$ cat src/rtl/core/assert_macros.svh
// Assertion helpers for the core RTL.
`ifndef ASSERT_MACROS_SVH
`define ASSERT_MACROS_SVH
`ifndef SYNTHESIS
`define ASSERT_CLK(label, clk, rst_n, prop, msg) \
	label: assert property (@(posedge clk) disable iff (!rst_n) (prop)) else $error(msg);
`define ASSERT_NEVER(label, clk, rst_n, prop, msg) \
	label: assert property (@(posedge clk) disable iff (!rst_n) !(prop)) else $error(msg);
`else
`define ASSERT_CLK(label, clk, rst_n, prop, msg)
`define ASSERT_NEVER(label, clk, rst_n, prop, msg)
`endif
`endif

$ cat src/rtl/core/eif_pkg.sv
`timescale 1ns / 1ps
package eif_pkg;

	localparam int unsigned NEURONS_DEF = 1024;
	localparam int unsigned REFRACTORY_DEF = 20;
	localparam int unsigned CFG_IDX_W = 3;

	typedef enum logic [CFG_IDX_W-1:0] {
		REG_DT_OVER_TAU = 3'd0,
		REG_LEAK_V      = 3'd1,
		REG_CRIT_V      = 3'd2,
		REG_SHARP       = 3'd3,
		REG_INV_SHARP   = 3'd4,
		REG_LOWER_BOUND = 3'd5,
		REG_THRESHOLD   = 3'd6,
		REG_RESET_V     = 3'd7
	} cfg_reg_t;

	typedef struct packed {
		logic [9:0]         neuron_index;
		logic signed [15:0] syn_step;
	} in_word_t;

	typedef struct packed {
		logic [9:0]         neuron_out;
		logic               spiked;
		logic signed [15:0] potential;
	} out_word_t;

	typedef struct packed {
		logic [15:0]        dt_over_tau;
		logic signed [15:0] leak_v;
		logic signed [15:0] crit_v;
		logic [14:0]        sharp;
		logic [15:0]        inv_sharp;
		logic signed [15:0] lower_bound;
		logic signed [15:0] threshold;
		logic signed [15:0] reset_v;
	} cfg_t;

	// front-to-back queue entry
	typedef struct packed {
		logic [9:0]         idx;
		logic               in_range;
		logic signed [15:0] syn;
	} job_t;

	function automatic logic [15:0] q24_entry(input logic [63:0] acc);
		logic [63:0] e;
		e = (acc + 64'd32768) >> 16;
		return (e > 64'd65535) ? 16'hFFFF : e[15:0];
	endfunction

	// exp((i-128)/16) in Q8.8, evaluated at elaboration from constant inputs
	function automatic logic [15:0] exp_entry(input int i);
		logic [63:0] acc;
		acc = 64'd1 << 24;
		if (i >= 128) begin
			for (int k = 129; k <= i; k++) begin
				if (acc <= (64'd1 << 32))
					acc = (acc * 64'd17859253 + (64'd1 << 23)) >> 24;
			end
		end else begin
			for (int k = 127; k >= i; k--)
				acc = (acc * 64'd15760736 + (64'd1 << 23)) >> 24;
		end
		return q24_entry(acc);
	endfunction

endpackage

$ cat src/rtl/core/eif_queue.sv
`timescale 1ns / 1ps
`include "assert_macros.svh"
// Two-entry queue between front and back.
module eif_queue (
	input  logic          clk,
	input  logic          arst_n,
	input  logic          push,
	input  eif_pkg::job_t din,
	output logic          full,
	output logic          avail,
	input  logic          pop,
	output eif_pkg::job_t dout
);
	import eif_pkg::*;

	job_t       mem_q [2];
	logic       wp_q, rp_q;
	logic [1:0] cnt_q;

	assign full  = (cnt_q == 2'd2);
	assign avail = (cnt_q != 2'd0);
	assign dout  = mem_q[rp_q];

	always_ff @(posedge clk) begin
		if (push) mem_q[wp_q] <= din;
	end

	always_ff @(posedge clk or negedge arst_n) begin
		if (!arst_n) begin
			wp_q <= 1'b0; rp_q <= 1'b0; cnt_q <= 2'd0;
		end else begin
			if (push) wp_q <= ~wp_q;
			if (pop)  rp_q <= ~rp_q;
			cnt_q <= cnt_q + {1'b0, push} - {1'b0, pop};
		end
	end

	`ASSERT_NEVER(a_no_overflow, clk, arst_n, push && full, "queue overflow")
	`ASSERT_NEVER(a_no_underflow, clk, arst_n, pop && !avail, "queue underflow")
	`ASSERT_NEVER(a_cnt_range, clk, arst_n, cnt_q == 2'd3, "queue count out of range")
endmodule

$ cat config.mk
export PLATFORM = sky130hd
export DESIGN_NAME = eif_queue
export DESIGN_NICKNAME = d
export VERILOG_FILES = /design/src/rtl/core/eif_pkg.sv /design/src/rtl/core/eif_queue.sv
export VERILOG_INCLUDE_DIRS = /design/src /design/src/rtl/core
export SDC_FILE = /design/constraint.sdc
export NUM_CORES = 1
export LEC_CHECK = 0
export ABC_AREA = 1
export BUFFER_PORTS_ARGS = -buffer_cell sky130_fd_sc_hd__buf_2
export CAP_MARGIN = 40
export CORE_AREA = 4 4 71 73
export CTS_BUF_LIST = sky130_fd_sc_hd__clkbuf_8
export CTS_CLUSTER_SIZE = 16
export DETAILED_ROUTE_END_ITERATION = 6
export DIE_AREA = 0 0 75 77
export PLACE_DENSITY = 0.79
export SLEW_MARGIN = 15
export SYNTH_ARGS = -nofsm -noshare
export SYNTH_HDL_FRONTEND = slang
export SYNTH_SLANG_ARGS = --single-unit
$ cat constraint.sdc
create_clock -name clk -period 2.7 [get_ports clk]
set_input_delay 0.675 -clock clk [delete_from_list [all_inputs] [get_ports clk]]
set_output_delay 0.675 -clock clk [all_outputs]
set_load 0.02 [all_outputs]
==> metrics.md, run 1 <==
| Metric | Value |
|---|---|
| Outcome | `complete, no violations` |
| Post-CTS setup buffers | `0` |
| Root buffer cell | `clkbuf_8` |
| CTS tree | `built` |
| Top Ports | `60` |
| Fin area | `around 2800 sq um` |
| Nets | `around 270` |
| Pleak | `about 1.2 nW` |
| DRC viols | `0` |
| Average size of a mapped cell | `between 10 and 15 sq um` |
| GPL Wtd Cong | `slightly above 0.7` |
| Crit. End Element | `output port` |
| Initial DRC Count | `39` |
| DR pass1 iterations | `4` |
| Final setup skew | `between 0.003 and 0.004 ns` |
| Fin crit share | `between 80% and 90%` |
| Worst-path clk slew | `around 0.06 ns` |
| Initial antenna violation count | `0` |
| Clk Latency, worst-skew pair | `a little over 0.3 ns` |
| Layout cells sized above 1 | `a little under two fifths` |
| R2r endpoint | `mem_q[0][19]` |
| # diodes | `0` |
| Vias per cell | `~4.8` |
| Vias in the first global route | `~1400` |
| CTS Buf Count | `9` |
| Core box area | `4350 sq um` |
| Grt total ovfl | `0` |
| Inst Count DP | `between 200 and 300` |
| Row Count | `24` |
| Setup TNS | `0 ns` |
| Die Ht | `slightly below 80 um` |
| Worst path cell trace | `buf_12 -> nand2_1 -> o21ai_0 -> buf_2` |
| Total Routing Usage GR | `14.9%` |
| Pin count of the biggest net entering global routing | `33` |
| Die extent in x | `between 70 and 80 um` |
| Commonest non-fill, non-tap cells in the layout | `buf_2, edfxtp_1, inv_1` |
| Post-cts sizing count | `0` |
| Clock sinks | `58` |
| RSZ-0062 raised after global routing | `false` |
| Clock Tree Buf Depth | `2` |
| Placed Instance Area | `about 2600 sq um` |
| Least-Margin Pin Slew | `about 0.48 ns` |
| Max-cap violations | `0` |
| Cells after synthesis | `166` |
| F_max | `438 MHz` |
| R2R Setup Slk | `~1.5 ns` |
| Synth Register Bits | `58` |
| Final number of setup-violating endpoints | `0` |
| Fin cells | `290` |
| Mapped cell area | `2290 sq um` |
| Cts hold-fix bufs | `0` |
| Pwr dens | `approximately 1100 nW/um^2` |
| First-pass GRT wire length | `6.13 mm` |
| Synth unique cells | `12` |
| Most common cell after layout, fill and taps aside | `buf_2` |
| RR Startpoint | `wp_q` |
| Min Clock Period, post-route | `approximately 2.3 ns` |
| Critical-path top delay cell | `dfrtp_2` |
| DRT antenna net count | `0` |
| Critical path arrival | `between 1.5 and 2 ns` |
| Critical Path RT | `2.03 ns` |
| Die area | `roughly 5800 sq um` |
| Slew headroom | `roughly two thirds` |
| Hold Crit Class | `input port to async pin` |
| Port Buf Inserts | `between 50 and 60` |
| H-Tree Depth | `3` |
| Cell depth of the worst flop-to-flop path | `2` |
| Worst setup SP type | `register` |
| Slowest Stage Delay on Critical Path | `0.67 ns` |
| Post-DR wirelength/cell | `about 13 um` |
| Syn_nets | `199` |
| Final Routed Wirelength | `between 3 and 4 mm` |
| Vias | `about 1400` |
| CP Max Fanout | `32` |
| Sequential fraction of the synthesis area | `around 75%` |
| Detailed placement HPWL | `roughly 2.7 mm` |
| Synth warn | `0` |
| Total power | `between 2 and 3 mW` |
| Initial Util | `52.7%` |
| Critical path class | `register to output port` |
| Final hold violations | `0` |
| Peak VDD IR | `roughly 0.74 mV` |
| Slew Viols, Final | `0` |
| Layout area overhead | `21.1%` |
==> layer usage <==
layer / routed length (um) / global-route usage [%]
met5: 0 / 0
met3: 225 / 6.14
met4: 63 / 8.01
met2: 2070 / 25.4
met1: 1530 / 14.9
==> final cells by class <==
| type | count | area, sq um |
|---|---|---|
| Fill cell | 334 | 1580 |
| Sequential cell | 58 | 1720 |
| Clock buffer | 9 | 124 |
| Timing Repair Buffer | 62 | 330 |
| Inverter | 34 | 128 |
| Tap cell | 52 | 65.1 |
| Multi-Input combinational cell | 68 | 380 |
| Clock inverter | 7 | 28.8 |
==> kinds of logic after synthesis <==
| logic type | count (synthesis) | share of synthesized area [%] |
|---|---|---|
| adders and majority gates | 2 | 1.09 |
| xor gates and xnor gates | 2 | 0.763 |
| DFF | 58 | 75.0 |
| AOI/OAI and AO/OA | 27 | 8.51 |
| buffers and inverters | 40 | 8.51 |
| and+or+nand+nor | 37 | 6.11 |
==> power by group <==
group,switching [mW],internal [mW],total (mW)
clock network,0.302,0.313,0.615
logic,0.705,0.355,1.06
registers,0.111,1.20,1.31
==> stage by stage <==
| step | util, % | setup slack, ns | hold WS [ns] |
|---|---|---|---|
| 2_1_floorplan | - | 0.433 | 0.379 |
| 3_3_place_gp | 60.3 | 0.786 | 0.491 |
| 3_5_place_dp | 60.3 | 0.739 | 0.489 |
| 4_1_cts | 63.8 | 0.366 | 0.136 |
| 5_1_grt | 63.8 | 0.302 | 0.133 |
| 6_report | 63.8 | 0.418 | 0.157 |
==> state kept, by name (all words and copies together) (netlist names) <==
register  cells
rp_q          1
cnt_q         2
wp_q          1
mem_q        54
==> cells in the mapped netlist <==
library cell	count	share of area, %
o21ai_2	16	6.1
buf_6	6	2.9
inv_1	34	5.6
ha_1	2	1.1
dfrtp_1	4	4.4
nor2_1	2	0.33
xor2_1	2	0.76
nand2_1	34	5.6
nand3_1	1	0.22
o21ai_0	4	0.87
o21ai_1	7	1.5
edfxtp_1	54	71
==> worst max-delay path, delay by kind of cell (launching register included) <==
kind / cells / cell delay, ns
buf+inv: 2 / 0.46
simple gates: 1 / 0.07
compound gates: 1 / 0.09
flops: 1 / 0.67
==> worst max path at each step <==
stage	end	startpoint	cells past startpoint	slack, ns
after floorplan	mem_q[0][0]	push	2	0.43
after CTS	dout[26]	rp_q	4	0.37
final	dout[26]	rp_q	4	0.42
after global placement	dout[26]	rp_q	4	0.79
after global routing	dout[26]	rp_q	4	0.30
after detailed placement	dout[26]	rp_q	4	0.74
(Power assumes the default switching activity.)
==> run 2, diff against run 1 <==
--- a/config.mk
+++ b/config.mk
@@ -6,15 +6,15 @@
 export SDC_FILE = /design/constraint.sdc
 export NUM_CORES = 1
 export LEC_CHECK = 0
-export ABC_AREA = 1
+export ABC_AREA = 0
 export BUFFER_PORTS_ARGS = -buffer_cell sky130_fd_sc_hd__buf_2
 export CAP_MARGIN = 40
-export CORE_AREA = 4 4 71 73
+export CORE_AREA = 4 4 73 75
 export CTS_BUF_LIST = sky130_fd_sc_hd__clkbuf_8
 export CTS_CLUSTER_SIZE = 16
 export DETAILED_ROUTE_END_ITERATION = 6
-export DIE_AREA = 0 0 75 77
-export PLACE_DENSITY = 0.79
+export DIE_AREA = 0 0 77 79
+export PLACE_DENSITY = 0.77
 export SLEW_MARGIN = 15
 export SYNTH_ARGS = -nofsm -noshare
 export SYNTH_HDL_FRONTEND = slang
==> constraint.sdc (replaced) <==
create_clock -name clk -period 2 [get_ports clk]
set_input_delay 0.5 -clock clk [delete_from_list [all_inputs] [get_ports clk]]
set_output_delay 0.5 -clock clk [all_outputs]
set_load 0.02 [all_outputs]
==> run 2 against run 1 <==
Against the previous run:
- critical path depth decreased by 1
- critical endpoint is now dout[3]
- critical path type unchanged
- sequential power increased by 30%
- cell count decreased by 20%
- area after synthesis decreased by 2.1%
- sequential cell count unchanged
- synthesized cell count decreased by 40%
- global-route usage decreased by 1.5 points
- power increased by 45%
==> metrics.md, run 2 <==
| Metric | Value |
|---|---|
| Psw | `1.29 mW` |
| Largest family of logic cells by synthesized area | `multiplexers` |
| Placed Instance Area | `about 2600 sq um` |
| Synth top cells by count | `edfxtp_1, mux2_4, mux2_2, dfrtp_1` |
| Peak VDD IR | `between 0.6 and 0.7 mV` |
| Critical-path top delay cell | `dfrtp_1` |
| Int Pwr | `about 3.0 mW` |
| Vias in the first global route | `around 1200` |
| Clock Tree Buf Depth | `2` |
| Worst path cell trace | `buf_12 -> mux2_2 -> buf_2` |
| Crit. End Element | `output port` |
| Fin area | `between 2000 and 3000 sq um` |
| Port Buf Inserts | `59` |
| Critical path arrival | `between 1 and 1.5 ns` |
| Synth warn | `0` |
| Most common cell after layout, fill and taps aside | `buf_2` |
| Clk Latency, worst-skew pair | `0.32 ns` |
| Fin cells | `~230` |
| Top cells by area, synth | `edfxtp_1, mux2_4, dfrtp_1` |
| Final Routed Wirelength | `3.75 mm` |
| Crit-path leading delay family | `flip-flops` |
| Slew headroom | `a little under nine tenths` |
| Cell depth of the worst flop-to-flop path | `5` |
| Worst-path clk slew | `roughly 0.060 ns` |
| Largest Register | `mem_q` |
| Hold Path End | `mem_q[1][4]` |
| GPL Wtd Cong | `0.651` |
| Max FFs per register | `54` |
| Commonest non-fill, non-tap cells in the layout | `buf_2, edfxtp_1, mux2_4` |
| Hold Crit Class | `input port to register` |
| Final number of setup-violating endpoints | `0` |
| Die Ht | `between 70 and 80 um` |
| Synth unique cells | `13` |
| Inst Count DP | `approximately 220` |
| Hold WS | `roughly 0.36 ns` |
| Busiest grt layer | `met2` |
| DRT antenna net count | `0` |
| F_max | `516 MHz` |
| Detailed placement HPWL | `roughly 2.7 mm` |
| Least-Margin Pin Slew | `about 0.22 ns` |
| Post-route setup slack | `0.0613 ns` |
| Cells after synthesis | `between 90 and 100` |
| WP buf/inv | `2` |
| DRC viols | `0` |
| Worst setup SP type | `register` |
| Mapped cell area | `between 2000 and 2500 sq um` |
| Initial Util | `about half` |
| RSZ-0062 raised after global routing | `false` |
| Layout area overhead | `26.7%` |
| Die extent in x | `77 um` |
| RR Startpoint | `cnt_q[0]` |
| Slew Viols, Final | `0` |
| Synth Area in Adders | `~1.1%` |
| Layout cells sized above 1 | `61.8%` |
| Setup TNS | `0 ns` |
| Synth Area in Simple Gates | `1.11%` |
| Pre-CTS worst setup slack | `0.403 ns` |
| Fin crit share | `between 90% and 100%` |
| Top Ports | `60` |
| H-Tree Depth | `3` |
| Worst hold start | `din[4]` |
| Final setup skew | `0.00255 ns` |
| Outcome | `complete, no violations` |
| # diodes | `0` |
| Pleak | `~1.2 nW` |
| Net Sw Frac | `between 20% and 30%` |
| Post-DR wirelength/cell | `around 16 um` |
| Synth Register Bits | `58` |
| Sequential fraction of the synthesis area | `between 70% and 80%` |
| R2R Setup Slk | `~0.8 ns` |
| Average size of a mapped cell | `22.7 sq um` |
| Pwr dens | `1520 nW/um^2` |
| Filler Cells Inserted | `~350` |
| Compound-Gate Fraction of Synth Area | `0%` |
| Worst hold path cell count | `1` |
| R2r endpoint | `cnt_q[1]` |
| Synth top area share | `72.2%` |
| Critical path class | `register to output port` |
| Top Registers | `mem_q x54, cnt_q x2` |
| Row Count | `25` |
| Die area | `6080 sq um` |
| Root buffer cell | `clkbuf_8` |
| Vias per cell | `4.78` |
| Post-synth top area cell | `edfxtp_1` |
| Total Routing Usage GR | `13.4%` |
| GRT met2 Usage | `between 20% and 30%` |
| Min Clock Period, post-route | `about 1.9 ns` |
| Asr flop ratio synth | `6.90%` |
| Slowest Stage Delay on Critical Path | `roughly 0.39 ns` |
| Vias | `about 1100` |
| Most common cell in the netlist | `edfxtp_1` |
| Core box area | `~4700 sq um` |
| Pin count of the biggest net entering global routing | `21` |
| Max-cap violations | `0` |
| Initial DRC Count | `39` |
| Post-synthesis mux area share | `16.7%` |
| EDFF count, synth | `54` |
| Syn_nets | `132` |
| Final hold violations | `0` |
| Nets | `206` |
| Critical Path RT | `around 1.5 ns` |
| Initial antenna violation count | `0` |
| First-pass GRT wire length | `5.96 mm` |
| CP Max Fanout | `20` |
| Clock sinks | `58` |
| CTS tree | `built` |
| Met3 usage | `approximately 4.1%` |
| CTS Buf Count | `9` |
| Clock share of power | `a little over a quarter` |
| Met1 GRT Util | `around 15%` |
| Combinational power share | `between 30% and 40%` |
| Post-cts sizing count | `0` |
| Synthesized-area fraction occupied by xor and xnor cells | `under 10%` |
| Sequential Power Share | `39.4%` |
| DR pass1 iterations | `4` |
| Ys flop type | `edfxtp_1` |
| Fin util | `61.1%` |
| Grt total ovfl | `0` |
| Total power | `roughly 4.3 mW` |
-- run 2: changes by cell type after synthesis, moves of 4 or more --
cell	previous run	this run
mux2_2	0	8
o21ai_2	16	0
inv_1	34	2
nand2_1	34	0
mux2_4	0	19
o21ai_0	4	0
buf_6	6	1
o21ai_1	7	0
-- run 2: worst max-delay path by stage --
stage	start	endpoint	cells past startpoint
finish	rp_q	dout[3]	3
global route	rp_q	dout[3]	3
CTS	rp_q	dout[3]	3
detailed placement	rp_q	dout[3]	3
global placement	rp_q	dout[3]	3
floorplan	push	mem_q[0][0]	1
-- run 2: power groups by stage --
stage	clock (mW)	combinational (mW)	sequential [mW]
finish	1.15	1.48	1.70
global route	1.23	1.57	1.73
CTS	1.18	1.50	1.71
detailed placement	0	1.50	1.73
global placement	0	1.46	1.71
floorplan	0	1.14	1.70
-- run 2: final cells by class --
class	count	area [sq um]	share of cell area, %
timing repair buffer	66	363	12.7
clock buffer	10	138	4.84
clock inverter	6	80.1	2.81
tap	54	67.6	2.37
multi-input combinational	36	469	16.5
inverter	2	7.51	0.264
sequential	58	1720	60.5
-- run 2: metal layers --
layer	vias up	part of all wire, %	routed length, um
li1	530	-	-
met1	528	40	1510
met2	45	51	1910
met3	7	6.4	240
met4	0	2.1	78
met5	-	0	0
-- run 2: kinds of logic after synthesis --
logic type / Yosys count
AND/OR/NAND/NOR: 4
buffers and inverters: 5
flip-flops: 58
multiplexers: 27
adder cells (fa/ha/maj): 2
XOR/XNOR: 3
-- run 2: worst reg2reg max path: cells and delay by family, from the launching register on --
family,cells,cell delay [ns]
flip-flops,1,0.36
XOR/XNOR,1,0.21
buffers and inverters,2,0.13
adder cells (fa/ha/maj),2,0.42
-- run 2: what timing repair did --
action | CTS | global route
setup buffers | 0 | 0
hold buffers | 1 | 0
endpoints found under the hold margin | 4 | 0
==> run 3, diff against run 2 <==
--- a/config.mk
+++ b/config.mk
@@ -6,15 +6,15 @@
 export SDC_FILE = /design/constraint.sdc
 export NUM_CORES = 1
 export LEC_CHECK = 0
-export ABC_AREA = 0
+export ABC_AREA = 1
 export BUFFER_PORTS_ARGS = -buffer_cell sky130_fd_sc_hd__buf_2
 export CAP_MARGIN = 40
-export CORE_AREA = 4 4 73 75
+export CORE_AREA = 4 4 74 76
 export CTS_BUF_LIST = sky130_fd_sc_hd__clkbuf_8
 export CTS_CLUSTER_SIZE = 16
 export DETAILED_ROUTE_END_ITERATION = 6
-export DIE_AREA = 0 0 77 79
-export PLACE_DENSITY = 0.77
+export DIE_AREA = 0 0 78 80
+export PLACE_DENSITY = 0.76
 export SLEW_MARGIN = 15
 export SYNTH_ARGS = -nofsm -noshare
 export SYNTH_HDL_FRONTEND = slang
==> run 3 against run 2 <==
Against the previous run:
- combinational power grew 7%
- register-to-register slack gained 0.09 ns
- cell count grew 34%
- via count grew 22%
- first-iteration DRC count grew 31%
- design area grew 0.57%
- sequential power is essentially flat
- critical path type unchanged
==> metrics.md, run 3 (synthesis gave the netlist of run 1 again) <==
| Metric | Value |
|---|---|
| Outcome | `complete, no violations` |
| Initial antenna violation count | `0` |
| Crit. End Element | `output port` |
| Worst path cell trace | `buf_12 -> o21ai_0 -> buf_2` |
| Pleak | `~1.3 nW` |
| Min Clock Period, post-route | `between 1.5 and 2 ns` |
| CTS tree | `built` |
| Grt total ovfl | `0` |
| DR pass1 iterations | `4` |
| Final Routed Wirelength | `3.63 mm` |
| GPL Wtd Cong | `between 0.6 and 0.7` |
| Total Routing Usage GR | `between 10% and 20%` |
| Vias per cell | `roughly 4.3` |
| Top Ports | `60` |
| Layout cells sized above 1 | `40.2%` |
| RSZ-0062 raised after global routing | `false` |
| Critical path origin | `rp_q` |
| RR Startpoint | `cnt_q[0]` |
| Detailed placement HPWL | `about 2.6 mm` |
| Total power | `roughly 4.1 mW` |
| R2R Setup Slk | `a little under 0.9 ns` |
| Fin crit share | `between 90 and 100%` |
| Worst hold start | `din[20]` |
| Critical path class | `register to output port` |
| Initial Util | `between 40% and 50%` |
| Die extent in x | `a little under 80 um` |
| Worst setup SP type | `register` |
| Final number of setup-violating endpoints | `0` |
| Post-DR wirelength/cell | `between 10 and 15 um` |
| Port Buf Inserts | `59` |
| Pwr dens | `1440 nW/um^2` |
| Clock sinks | `58` |
| Die Ht | `roughly 80 um` |
| Slew Viols, Final | `0` |
| Least-Margin Pin Slew | `0.209 ns` |
| Row Count | `25` |
| Critical Path RT | `approximately 1.5 ns` |
| Vias in the first global route | `around 1300` |
| R2r endpoint | `cnt_q[1]` |
| F_max | `about 540 MHz` |
| Die area | `around 6200 sq um` |
| CTS Buf Count | `9` |
| Largest Register | `mem_q` |
| CP Max Fanout | `19` |
| Commonest non-fill, non-tap cells in the layout | `buf_2, edfxtp_1, inv_1` |
| WP buf/inv | `2` |
| H-Tree Depth | `3` |
| Clk Latency, worst-skew pair | `between 0.3 and 0.4 ns` |
| Worst hold path cell count | `1` |
| First-pass GRT wire length | `roughly 5.8 mm` |
| Vias | `1349` |
| Max FFs per register | `between 50 and 60` |
| Root buffer cell | `clkbuf_8` |
| Setup TNS | `0 ns` |
| Max-cap violations | `0` |
| Layout area overhead | `24.8%` |
| Slew headroom | `a little under nine tenths` |
| Hold Path End | `mem_q[1][20]` |
| Crit-path leading delay family | `flip-flops` |
| Nets | `273` |
| DRT antenna net count | `0` |
| Critical-path top delay cell | `dfrtp_2` |
| Hold Crit Class | `input port to register` |
| Pin count of the biggest net entering global routing | `27` |
| Final setup skew | `roughly 0.0037 ns` |
| # diodes | `0` |
| Slowest Stage Delay on Critical Path | `roughly 0.49 ns` |
| Clock Tree Buf Depth | `2` |
| Initial DRC Count | `between 50 and 60` |
| Worst-path clk slew | `around 0.06 ns` |
| DRC viols | `0` |
| Most common cell after layout, fill and taps aside | `buf_2` |
| Final hold violations | `0` |
| Peak VDD IR | `approximately 0.81 mV` |
| Cell depth of the worst flop-to-flop path | `6` |
| Critical path arrival | `approximately 1.4 ns` |
| Core box area | `about 4700 sq um` |
| Top Registers | `mem_q x54, cnt_q x2` |
## run 3: cell count changes in the layout (fill, tap and decap cells not counted), moves of 2 or more
| cell | previous run | this run |
|---|---|---|
| nand2_1 | 0 | 34 |
| inv_1 | 2 | 35 |
| clkinv_1 | 0 | 2 |
| o21ai_1 | 0 | 7 |
| bufinv_16 | 2 | 0 |
| mux2_4 | 19 | 0 |
| buf_4 | 5 | 7 |
| mux2_2 | 8 | 0 |
| o21ai_0 | 0 | 4 |
| o21ai_2 | 0 | 16 |
## run 3: area by class of cell
cell class | count | area (sq um)
well taps | 67 | 83.8
fillers | 373 | 1860
clock inverters | 6 | 26.3
inverters | 34 | 128
repair buffers | 69 | 398
clock buffers | 9 | 124
flip-flops and latches | 58 | 1720
multi-input cells | 68 | 380
## run 3: where the power goes
group	internal [mW]	switching, mW	total (mW)
clock	0.421	0.395	0.816
sequential	1.62	0.0969	1.72
combinational	0.571	1.01	1.58
total	2.61	1.50	4.11
## run 3: how the worst max path moves through the flow
stage	end	cells after the start
detailed placement	dout[15]	4
finish	dout[0]	3
floorplan	mem_q[0][0]	2
CTS	dout[15]	4
global route	dout[26]	3
global placement	dout[21]	4
## run 3: metrics by stage
step	cells	hold WS (ns)	setup slack [ns]	cell area (sq um)	utilization, %
after global routing	311	0.336	0.0215	2860	60.6
after global placement	292	0.321	0.414	2680	56.7
final	311	0.368	0.142	2860	60.6
after floorplan	166	0.204	0.366	2300	-
after detailed placement	292	0.320	0.392	2680	56.7
after CTS	308	0.346	0.0388	2840	60.1
## run 3: metal layers
metal	routed length (um)	GRT usage [%]	part of all wire, %	up-vias
li1	-	-	-	698
met1	1380	12.9	38	610
met2	1960	21.8	54	35
met3	215	4.18	5.9	6
met4	77	9.97	2.1	0
met5	0	0	0	-
## run 3: repair_timing
| action | 4_1_cts | 5_1_grt |
|---|---|---|
| hold endpoints to repair | 4 | 0 |
| endpoints found under the setup margin | 0 | 13 |
| setup buffers | 0 | 3 |
| resized for setup | 0 | 0 |
| hold buffers | 1 | 0 |
